$ cat config.mk
export PLATFORM = sky130hd
export DESIGN_NAME = two_axis_stepper_position_control_unit
export DESIGN_NICKNAME = d
export VERILOG_FILES = /design/src/tspc_pkg.sv /design/src/tspc_axis.sv /design/src/two_axis_stepper_position_control_unit.sv
export SDC_FILE = /design/constraint.sdc
export NUM_CORES = 2
export LEC_CHECK = 0
export ABC_CLOCK_PERIOD_IN_PS = 15850
export BUFFER_PORTS_ARGS = -buffer_cell sky130_fd_sc_hd__buf_2
export CORE_ASPECT_RATIO = 0.6
export CORE_MARGIN = 4
export CORE_UTILIZATION = 50
export DETAILED_ROUTE_END_ITERATION = 16
export HOLD_SLACK_MARGIN = 0.02
export PLACE_DENSITY = 0.73
export SKIP_LAST_GASP = 1
export SLEW_MARGIN = 20
export SYNTH_ARGS = -nofsm -noshare
export SYNTH_HDL_FRONTEND = slang
export SYNTH_SLANG_ARGS = --single-unit
export TNS_END_PERCENT = 10
$ cat constraint.sdc
create_clock -name clk -period 15.85 [get_ports clk]
set_input_delay 0.7925 -clock clk [delete_from_list [all_inputs] [get_ports clk]]
set_output_delay 0.7925 -clock clk [all_outputs]
set_load 0.05 [all_outputs]
$ cat src/tspc_pkg.sv
// Shared types and constants for the two-axis stepper position controller.
package tspc_pkg;

	localparam int SCALE_SHIFT = 13;

	localparam int LIMIT_W  = 15;
	localparam int SCALE_W  = 15;
	localparam int TARGET_W = 17;
	localparam int POS_W    = 16;
	localparam int METRIC_W = 18;
	localparam int CFG_IDX_W = 2;

	localparam logic [LIMIT_W-1:0] LIMIT_RESET = 15'd32767;
	localparam logic [SCALE_W-1:0] SCALE_RESET = 15'd8192;

	typedef enum logic [CFG_IDX_W-1:0] {
		CFG_TRAVEL_LIMIT = 2'd0,
		CFG_METRIC_INPUT = 2'd1,
		CFG_N2M_SCALE    = 2'd2,
		CFG_M2N_SCALE    = 2'd3
	} cfg_index_t;

	// per-axis command for one processed request
	typedef struct packed {
		logic                    load;
		logic                    step;
		logic                    drop;
		logic signed [POS_W-1:0] target;
	} axis_cmd_t;

	// per-axis visible state
	typedef struct packed {
		logic                       step;
		logic                       dir;
		logic                       enable;
		logic signed [POS_W-1:0]    position;
		logic signed [METRIC_W-1:0] metric;
		logic signed [POS_W-1:0]    target;
	} axis_state_t;

endpackage

$ cat src/tspc_axis.sv
// One axis: target, position, metric position and step/dir/enable pins.
module tspc_axis (
	input  logic                          clk,
	input  logic                          arst_n,
	input  tspc_pkg::axis_cmd_t           cmd,
	input  logic [tspc_pkg::LIMIT_W-1:0]  travel_limit,
	input  logic [tspc_pkg::SCALE_W-1:0]  scale,
	output tspc_pkg::axis_state_t         state
);
	import tspc_pkg::*;

	logic signed [POS_W-1:0]    pos_q;
	logic signed [POS_W-1:0]    tgt_q;
	logic signed [METRIC_W-1:0] metric_q;
	logic                       enable_q;
	logic                       dir_q;
	logic                       step_q;

	logic                       go_up;
	logic                       idle;
	logic [POS_W:0]             tgt_mag;
	logic signed [POS_W-1:0]    pos_nx;
	logic signed [2*POS_W-1:0]  met_prod;

	assign tgt_mag  = tgt_q[POS_W-1] ? (POS_W+1)'(-{tgt_q[POS_W-1], tgt_q})
	                                 : {1'b0, tgt_q};
	assign idle     = (tgt_q == pos_q) || (tgt_mag > {2'b00, travel_limit});
	assign go_up    = tgt_q > pos_q;
	assign pos_nx   = go_up ? pos_q + POS_W'(1) : pos_q - POS_W'(1);
	// arithmetic shift of the product gives floor for negative positions
	assign met_prod = pos_nx * $signed({1'b0, scale});

	always_ff @(posedge clk or negedge arst_n) begin
		if (!arst_n) begin
			pos_q    <= '0;
			tgt_q    <= '0;
			metric_q <= '0;
			enable_q <= 1'b0;
			dir_q    <= 1'b0;
			step_q   <= 1'b0;
		end else begin
			if (cmd.load) begin
				tgt_q    <= cmd.target;
				enable_q <= 1'b1;
			end
			if (cmd.step) begin
				if (idle) begin
					enable_q <= 1'b0;
				end else begin
					enable_q <= 1'b1;
					step_q   <= 1'b1;
					dir_q    <= go_up;
					pos_q    <= pos_nx;
					metric_q <= met_prod[SCALE_SHIFT+METRIC_W-1:SCALE_SHIFT];
				end
			end
			if (cmd.drop) begin
				step_q <= 1'b0;
			end
		end
	end

	assign state.step     = step_q;
	assign state.dir      = dir_q;
	assign state.enable   = enable_q;
	assign state.position = pos_q;
	assign state.metric   = metric_q;
	assign state.target   = tgt_q;

endmodule

$ cat src/two_axis_stepper_position_control_unit.sv
// Two-axis step/direction position controller, top level.
// A request is registered in the request register, then processed into the result register; a held result can stall it.
// Throughput: one request per cycle; in_ready drops only while a result waits on out_ready.
// Axis state is updated in the same edge that loads the result, so pin/position outputs
// are the axis registers themselves. Asynchronous active-low reset clears all axis state
// to zero (motors disabled) and returns the configuration registers to their defaults.
module two_axis_stepper_position_control_unit #(
	parameter int AXES = 2
) (
	input  logic                                 clk,
	input  logic                                 arst_n,
	input  logic                                 cfg_valid,
	output logic                                 cfg_ready,
	input  logic [tspc_pkg::CFG_IDX_W-1:0]       cfg_index,
	input  logic [tspc_pkg::LIMIT_W-1:0]         cfg_data,
	input  logic                                 in_valid,
	output logic                                 in_ready,
	input  logic                                 func,
	input  logic                                 phase,
	input  logic                                 axis,
	input  logic signed [tspc_pkg::TARGET_W-1:0] target,
	output logic                                 out_valid,
	input  logic                                 out_ready,
	output logic                                 x_step,
	output logic                                 x_dir,
	output logic                                 x_enable_n,
	output logic                                 y_step,
	output logic                                 y_dir,
	output logic                                 y_enable_n,
	output logic signed [tspc_pkg::POS_W-1:0]    x_position,
	output logic signed [tspc_pkg::POS_W-1:0]    y_position,
	output logic signed [tspc_pkg::METRIC_W-1:0] x_metric,
	output logic signed [tspc_pkg::METRIC_W-1:0] y_metric,
	output logic                                 target_accepted,
	output logic [tspc_pkg::POS_W-1:0]           remaining_distance
);
	import tspc_pkg::*;

	localparam int AW     = (AXES > 1) ? $clog2(AXES) : 1;
	localparam int CONV_W = TARGET_W + SCALE_W + 1;
	localparam int T_W    = CONV_W - SCALE_SHIFT;

	// configuration
	logic [LIMIT_W-1:0] travel_limit_q;
	logic               metric_input_q;
	logic [SCALE_W-1:0] n2m_scale_q;
	logic [SCALE_W-1:0] m2n_scale_q;

	// request register
	logic                       valid_s1;
	logic                       func_s1;
	logic                       phase_s1;
	logic                       axis_s1;
	logic signed [TARGET_W-1:0] target_s1;

	// result register
	logic               out_valid_q;
	logic               accepted_q;
	logic [POS_W-1:0]   remaining_q;

	logic                    advance;
	logic                    is_set;
	logic                    present;
	logic [AW-1:0]           sel_idx;
	logic signed [CONV_W-1:0] conv_prod;
	logic signed [T_W-1:0]   t_conv;
	logic [T_W-1:0]          t_mag;
	logic                    in_limit;
	logic                    load_ok;
	logic signed [POS_W-1:0] tgt_new;
	logic signed [POS_W:0]   diff;
	logic [POS_W:0]          diff_mag;

	axis_cmd_t   cmd [AXES];
	axis_state_t st  [AXES];

	assign cfg_ready = 1'b1;

	always_ff @(posedge clk or negedge arst_n) begin
		if (!arst_n) begin
			travel_limit_q <= LIMIT_RESET;
			metric_input_q <= 1'b0;
			n2m_scale_q    <= SCALE_RESET;
			m2n_scale_q    <= SCALE_RESET;
		end else if (cfg_valid && cfg_ready) begin
			case (cfg_index_t'(cfg_index))
				CFG_TRAVEL_LIMIT: travel_limit_q <= cfg_data;
				CFG_METRIC_INPUT: metric_input_q <= cfg_data[0];
				CFG_N2M_SCALE:    n2m_scale_q    <= cfg_data;
				CFG_M2N_SCALE:    m2n_scale_q    <= cfg_data;
				default:          ;
			endcase
		end
	end

	// the request stage empties whenever the result slot is free or being taken
	assign advance  = valid_s1 && (!out_valid_q || out_ready);
	assign in_ready = !valid_s1 || advance;

	always_ff @(posedge clk or negedge arst_n) begin
		if (!arst_n) begin
			valid_s1 <= 1'b0;
		end else if (in_ready) begin
			valid_s1 <= in_valid;
		end
	end

	always_ff @(posedge clk) begin
		if (in_valid && in_ready) begin
			func_s1   <= func;
			phase_s1  <= phase;
			axis_s1   <= axis;
			target_s1 <= target;
		end
	end

	// set-target conversion and limit check
	assign is_set    = func_s1;
	assign present   = 32'(axis_s1) < AXES;
	assign sel_idx   = AW'(axis_s1);
	assign conv_prod = target_s1 * $signed({1'b0, m2n_scale_q});
	assign t_conv    = metric_input_q ? conv_prod[CONV_W-1:SCALE_SHIFT]
	                                  : T_W'(target_s1);
	assign t_mag     = t_conv[T_W-1] ? T_W'(-t_conv) : t_conv;
	assign in_limit  = t_mag <= T_W'(travel_limit_q);
	assign load_ok   = is_set && present && in_limit;

	assign tgt_new  = in_limit ? t_conv[POS_W-1:0] : st[sel_idx].target;
	assign diff     = {tgt_new[POS_W-1], tgt_new} -
	                  {st[sel_idx].position[POS_W-1], st[sel_idx].position};
	assign diff_mag = diff[POS_W] ? (POS_W+1)'(-diff) : diff;

	for (genvar a = 0; a < AXES; a++) begin : g_axis
		assign cmd[a].load   = advance && load_ok && (sel_idx == AW'(a));
		assign cmd[a].step   = advance && !func_s1 && phase_s1;
		assign cmd[a].drop   = advance && !func_s1 && !phase_s1;
		assign cmd[a].target = t_conv[POS_W-1:0];

		tspc_axis u_axis (
			.clk          (clk),
			.arst_n       (arst_n),
			.cmd          (cmd[a]),
			.travel_limit (travel_limit_q),
			.scale        (n2m_scale_q),
			.state        (st[a])
		);
	end

	always_ff @(posedge clk or negedge arst_n) begin
		if (!arst_n) begin
			out_valid_q <= 1'b0;
		end else if (advance) begin
			out_valid_q <= 1'b1;
		end else if (out_ready) begin
			out_valid_q <= 1'b0;
		end
	end

	always_ff @(posedge clk) begin
		if (advance) begin
			accepted_q  <= load_ok;
			remaining_q <= (is_set && present) ? diff_mag[POS_W-1:0] : '0;
		end
	end

	assign out_valid          = out_valid_q;
	assign target_accepted    = accepted_q;
	assign remaining_distance = remaining_q;

	assign x_step     = st[0].step;
	assign x_dir      = st[0].dir;
	assign x_enable_n = !st[0].enable;
	assign x_position = st[0].position;
	assign x_metric   = st[0].metric;

	if (AXES > 1) begin : g_y
		assign y_step     = st[1].step;
		assign y_dir      = st[1].dir;
		assign y_enable_n = !st[1].enable;
		assign y_position = st[1].position;
		assign y_metric   = st[1].metric;
	end else begin : g_no_y
		assign y_step     = 1'b0;
		assign y_dir      = 1'b0;
		assign y_enable_n = 1'b1;
		assign y_position = '0;
		assign y_metric   = '0;
	end

`ifndef SYNTH
	// a stalled request stage only ever waits on a held result
	a_stall_cause: assert property (@(posedge clk) disable iff (!arst_n)
		!in_ready |-> (out_valid && !out_ready))
		else $error("request stage stalled without a held result");

	// axis state must not move while its result is still held
	a_state_hold: assert property (@(posedge clk) disable iff (!arst_n)
		(out_valid && !out_ready) |=> ($stable(x_position) && $stable(y_position)
			&& $stable(x_enable_n) && $stable(y_enable_n)))
		else $error("axis state changed under a held result");

	// a taken target enables some motor
	a_accept_enables: assert property (@(posedge clk) disable iff (!arst_n)
		(out_valid && target_accepted) |-> !(x_enable_n && y_enable_n))
		else $error("accepted target left both motors disabled");

	// x position moves at most one step per request
	a_single_step: assert property (@(posedge clk) disable iff (!arst_n)
		1'b1 |=> (x_position == $past(x_position)
			|| x_position == $past(x_position) + 16'sd1
			|| x_position == $past(x_position) - 16'sd1))
		else $error("x position jumped by more than one step");
`endif

endmodule
==> After elaboration in Yosys (flattened, before gate mapping) <==
Index checks and enable logic that the tools add are counted.
W data, S select, Z words.
{ "totals": {"regBits": 191, "input_bits": 42, "elab_cells": 110, "output_inout_bits": 94} }
{ "classes": {"bitwise": 4, "eq_ne": 7, "n_addsub": 9, "magnitude_cmp": 6, "mul": 3, "reduce_logical": 32, "muxes": 25} }
{ "op_table": {"columns": ["op", "count"], "rows": [
  ["$mux W50", 3],
  ["$mux W16", 4],
  ["$mul A16 B16 Y31", 2],
  ["$mux W20", 2],
  ["$gt A17 B15 Y1", 2],
  ["$mux W17", 2],
  ["$neg A17 Y17", 2],
  ["$mul A17 B16 Y33", 1],
  ["$add A16 B2 Y16 const B", 2],
  ["$eq A16 B16 Y1", 2],
  ["$gt A16 B16 Y1", 2],
  ["$sub A16 B2 Y16 const B", 2],
  ["$le A20 B15 Y1", 1],
  ["$neg A20 Y20", 1],
  ["$sub A16 B16 Y17", 1],
  ["$neg A16 Y16", 1],
  ["$reduce_and A2 Y1", 8],
  ["$mux W1", 14],
  ["$logic_and A1 B1 Y1", 9],
  ["$reduce_bool A2 Y1", 4],
  ["$logic_not A1 Y1", 6],
  ["$eq A2 B2 Y1 const B", 2],
  ["$logic_or A1 B1 Y1", 4],
  ["$ne A2 B2 Y1 const B", 2],
  ["5 further kinds", 7]
]} }

==> Logic depth before layout (Yosys ltp) <==
{ "depth": {"word_depth": 10, "mapped_depth": 57, "mapped_depth_nobuf": 53} }

==> Hierarchy <==
Synthesis repeated with hierarchy kept, for this count alone.
{ "unflattened": {"hier_cells": 4387, "area_unflattened_um2": 40672.8} }
{ "modules_own_cells": {"columns": ["module", "area_each_um2", "n_inst", "cells_per_inst"], "rows": [
  ["two_axis_stepper_position_control_unit", 15673.8, 1, 1700],
  ["tspc_axis at g_axis[0].u_axis", 12612.1, 1, 1350],
  ["tspc_axis at g_axis[1].u_axis", 12386.9, 1, 1337]
]} }

==> Least setup slack after synthesis <==
OpenSTA, ideal clock, no wires.
{ "synth_path": {"path_type": "register to register", "startpoint": "reg m2n_scale_q[2]", "endpoint": "reg remaining_q[15], in the netlist remaining_distance[15] (data pin)", "period_less_slack_ns": 12.293, "n_path_buf": 5, "arrival_ns": 12.034, "t_required_ns": 15.591, "path_slack_ns": 3.557, "stages_incl_launch_ff": 51, "path_cell_list": "dfrtp_1 clkbuf_1 clkbuf_1 nand2_1 fa_1 fa_1 inv_1 fa_1 fa_1 fa_1 inv_1 fa_1 inv_1 ha_1 a21oi_1 o41ai_1 a21o_1 a22oi_1 (+15 left out) o2111ai_1 a2111oi_2 buf_2 buf_2 a21oi_1 ha_1 fa_1 nor2b_1 o21ai_0 a21boi_0 nor2_1 or3_1 nand3b_1 or4_1 nor4_1 mux2i_1 a211o_1 a21oi_1"} }
{ "synth_via": {"elab_chain_cells": 9} }
{ "synth_rtl": {"columns": ["item", "line_no", "text"], "rows": [
  ["start, declared", "two_axis_stepper_position_control_unit.sv:47", "logic [SCALE_W-1:0] m2n_scale_q;"],
  ["start signal, assigned", "two_axis_stepper_position_control_unit.sv:90", "CFG_M2N_SCALE: m2n_scale_q <= cfg_data;"],
  ["$mul A17 B16 Y33 (*)", "two_axis_stepper_position_control_unit.sv:121", "assign conv_prod = target_s1 * $signed({1'b0, m2n_scale_q});"],
  ["$mux W20 (*)", "two_axis_stepper_position_control_unit.sv:122", "assign t_conv = metric_input_q ? conv_prod[CONV_W-1:SCALE_SHIFT]"],
  ["$neg A20 Y20", "two_axis_stepper_position_control_unit.sv:124", "assign t_mag = t_conv[T_W-1] ? T_W'(-t_conv) : t_conv;"],
  ["$mux W20", "two_axis_stepper_position_control_unit.sv:124", null],
  ["$le A20 B15 Y1", "two_axis_stepper_position_control_unit.sv:125", "assign in_limit = t_mag <= T_W'(travel_limit_q);"],
  ["$mux W16 (*)", "two_axis_stepper_position_control_unit.sv:128", "assign tgt_new = in_limit ? t_conv[POS_W-1:0] : st[sel_idx].target;"],
  ["$sub A16 B16 Y17 (*)", "two_axis_stepper_position_control_unit.sv:129", "assign diff = {tgt_new[POS_W-1], tgt_new} -"],
  ["$neg A16 Y16", "two_axis_stepper_position_control_unit.sv:131", "assign diff_mag = diff[POS_W] ? (POS_W+1)'(-diff) : diff;"],
  ["$mux W16 (*)", "two_axis_stepper_position_control_unit.sv:131", null],
  ["end signal, assigned", "two_axis_stepper_position_control_unit.sv:162", "remaining_q <= (is_set && present) ? diff_mag[POS_W-1:0] : '0;"],
  ["end, declared", "two_axis_stepper_position_control_unit.sv:59", "logic [POS_W-1:0] remaining_q;"]
]} }
Mark *: on every way between the ends. The rest lies on a longest branch, timed or not.
A chain may end at the register's enable or synchronous reset.

==> Worst setup path in the final report <==
{ "layout_path": {"startpoint": "reg target_s1[16]", "endpoint": "reg remaining_q[15], in the netlist remaining_distance[15] (data pin)"} }
{ "layout_via": {"elab_chain_cells": 9} }
{ "layout_rtl": {"columns": ["item", "line_no", "text"], "rows": [
  ["start, declared", "two_axis_stepper_position_control_unit.sv:54", "logic signed [TARGET_W-1:0] target_s1;"],
  ["start signal, assigned", "two_axis_stepper_position_control_unit.sv:113", "target_s1 <= target;"],
  ["$mul A17 B16 Y33", "two_axis_stepper_position_control_unit.sv:121", null],
  ["$mux W20 (*)", "two_axis_stepper_position_control_unit.sv:122", null],
  ["$neg A20 Y20", "two_axis_stepper_position_control_unit.sv:124", null],
  ["$mux W20", "two_axis_stepper_position_control_unit.sv:124", null],
  ["$le A20 B15 Y1", "two_axis_stepper_position_control_unit.sv:125", null],
  ["$mux W16 (*)", "two_axis_stepper_position_control_unit.sv:128", null],
  ["$sub A16 B16 Y17 (*)", "two_axis_stepper_position_control_unit.sv:129", null],
  ["$neg A16 Y16", "two_axis_stepper_position_control_unit.sv:131", null],
  ["$mux W16 (*)", "two_axis_stepper_position_control_unit.sv:131", null]
]} }
Marks and branches as above.

==> flow_summary.json <==
{
  "drive_gt1_share_pct": 8.61,
  "yosysUniqueCellTypes": 93,
  "arrival_ns": 14.08,
  "post_cts.repair.setup_buffers": 0,
  "rsz0062_at_grt": "false",
  "use_met3_pct": 10.1,
  "fin_skew_ns": 0.0243,
  "num_vias": 29933,
  "gp_congestion": 0.969,
  "pre_cts_ws_ns": 2.23,
  "synth_most_common_cell": "inv_1",
  "grt_overflow": 0,
  "synth_top_area_share_pct": 36.3,
  "syn-instance-count": 4395,
  "netlist_area_sq_um": 40900,
  "cts.sinks": 191,
  "synth_area_leaders": "fa_1 (36%), ha_1 (11%), inv_1 (8.6%)",
  "num_io_pins": 136,
  "drtPass1Iterations": 6,
  "seq_area_frac_synth_pct": 12.2,
  "syn-mean-instance-area_sq_um": 9.30,
  "synth_edf_count": 37,
  "row_count": 80,
  "yosys_warnings": 0,
  "numCtsBuffers": 17,
  "async_reset_ff_share_pct": 80.6,
  "grt_max_degree": 64,
  "maxCapViolCount": 0,
  "ctsRootBufferMaster": "clkbuf_16",
  "slew_viol_final": 0,
  "die-area_sq_um": 86600,
  "clock_latency_ns": 0.53,
  "cts_resized": 0,
  "grt_pass1_vias": 30525,
  "cts_buffer_depth": 2,
  "max-slew-margin-rel_pct": 24.3,
  "cpMaxStageDelayCell": "a2111oi_4",
  "tritoncts": "done",
  "period_needed_ns": 13.83,
  "syn2layout_area_growth_pct": 4.57,
  "hold_viol_final": 0,
  "drc": 0,
  "wire_per_inst_microns": 20.0,
  "grt_pass1_wl_microns": 176000,
  "cp-end-kind": "flip-flop",
  "status": "completed",
  "die_height_microns": 230,
  "core_area_sq_um": 80300,
  "ant_nets": 0,
  "drt-vias-per-instance": 5.50,
  "fin_tns_setup_ns": 0,
  "synth_nets": 5536,
  "critPathMaxStageDelay_ns": 1.04,
  "die_w_microns": 377,
  "crit_top_cell": "fa_1",
  "start_util_pct": 50.9,
  "antenna_found_initial": 4,
  "holdBufCountCts": 0,
  "wl_microns": 109000,
  "fmax_ghz": 0.0723,
  "synth_common_cells": "inv_1 (933), fa_1 (741), nand2_1 (502)",
  "post-route-period-util_pct": 87.2,
  "nets": 5508,
  "worstPathRequired_ns": 16.11,
  "grt_usage_pct": 26.2,
  "grtUsageMet2_pct": 33.6,
  "drt_iter0_markers": 2548,
  "path_clk_slew_ns": 0.09,
  "hpwlAfterDp_microns": 88700,
  "n_fill_cell": 7263,
  "synth_seq_cells": 191,
  "fin_ws_ns": 2.02,
  "numPortBuffers": 134,
  "cts_max_level": 4,
  "start_kind": "flip-flop",
  "diodes": 0,
  "busiest_layer": "met1",
  "yosysTopAreaCell": "fa_1",
  "synth_ff_type": "dfrtp_1",
  "tightest_slew_ns": 1.13,
  "grtUsageMet1_pct": 41.2,
  "path_max_fanout": 20,
  "path_class": "reg2reg",
  "setup_viol": 0,
  "hp-class": "in2async"
}
## placed cells by master, fill, tap and decap left out, types with 102 or more instances in the layout
master and count:
and2_1 310, buf_2 133, dfrtp_1 137, fa_1 741, ha_1 358, inv_1 933
mux2_2 102, nand2_1 502, nor2_1 105, xnor2_1 106
## worst paths after layout
| kind | startpoint | end | slack [ns] | depth (start not counted) |
|---|---|---|---|---|
| max | target_s1[16]$_DFFE_PP_ | remaining_distance[15]$_SDFFCE_PN0P_ | 2.02 | 49 |
| min reg2reg | valid_s1$_DFFE_PN0N_ | out_valid$_DFFE_PN0P_ | 0.48 | 1 |
| min | arst_n | g_axis[1].u_axis.metric_q[8]$_DFFE_PN0P_ | 0.24 | 1 |
| max in group asynchronous | arst_n | n2m_scale_q[11]$_DFFE_PN0P_ | 14.27 | 2 |
| max reg2reg | target_s1[16]$_DFFE_PP_ | remaining_distance[15]$_SDFFCE_PN0P_ | 2.02 | 49 |
| min in group clk | target[14] | target_s1[14]$_DFFE_PP_ | 0.44 | 1 |
## critical path: cells and delay by family (launching register included)
family          cells  cell delay (ns)
compound gates     23             4.72
xor+xnor            2             0.33
fa+ha+maj          10             4.67
buf+inv             5             0.91
flops               1             0.74
mux                 1             0.27
simple gates        8             1.90
## cells by family after synthesis
| group | share of synthesized area, % |
|---|---|
| xor gates and xnor gates | 3.30 |
| buffers and inverters | 11.5 |
| DFF | 12.2 |
| AOI/OAI and AO/OA | 6.77 |
| other | 0.00917 |
| muxes | 4.36 |
| adders and majority gates | 47.2 |
| and+or+nand+nor | 14.6 |
## state kept, by name (all words and copies together) (netlist names)
signal,count
metric_input_q,1
g_axis.u_axis.dir_q,2
target_s1,17
m2n_scale_q,15
axis_s1,1
travel_limit_q,15
g_axis.u_axis.step_q,2
remaining_distance,16
phase_s1,1
g_axis.u_axis.tgt_q,32
g_axis.u_axis.metric_q,36
n2m_scale_q,15
target_accepted,1
func_s1,1
g_axis.u_axis.enable_q,2
valid_s1,1
out_valid,1
g_axis.u_axis.pos_q,32
## metrics by stage
stage	instances	hold slack [ns]	instance area (sq um)	util, %
2_1_floorplan	4395	0.449	40900	-
3_3_place_gp	5414	0.464	42200	52.6
3_5_place_dp	5414	0.473	42200	52.6
4_1_cts	5446	0.222	42800	53.3
5_1_grt	5446	0.255	42800	53.3
6_report	5446	0.236	42800	53.3
## final cells by class
cell class | instances | area, sq um | share of cell area [%]
Clock buffer | 22 | 465 | 1.09
Inverter | 934 | 3510 | 8.20
Clock inverter | 10 | 78.8 | 0.184
Multi-Input combinational cell | 3032 | 31300 | 73.2
Timing Repair Buffer | 191 | 1110 | 2.59
Sequential cell | 191 | 4990 | 11.7
Tap cell | 1066 | 1330 | 3.12
## layer usage
layer  share of wire, %  routed length, microns  up-vias
met3                 13                   14700      114
met5               0.26                     283        -
met4                1.7                    1850        4
li1                   -                       -    13446
met1                 47                   51000    14894
met2                 38                   41300     1475
Power is left out: the tool's default activity adds up to more than one toggle a clock period on the data nets, which glitch-free logic cannot reach.
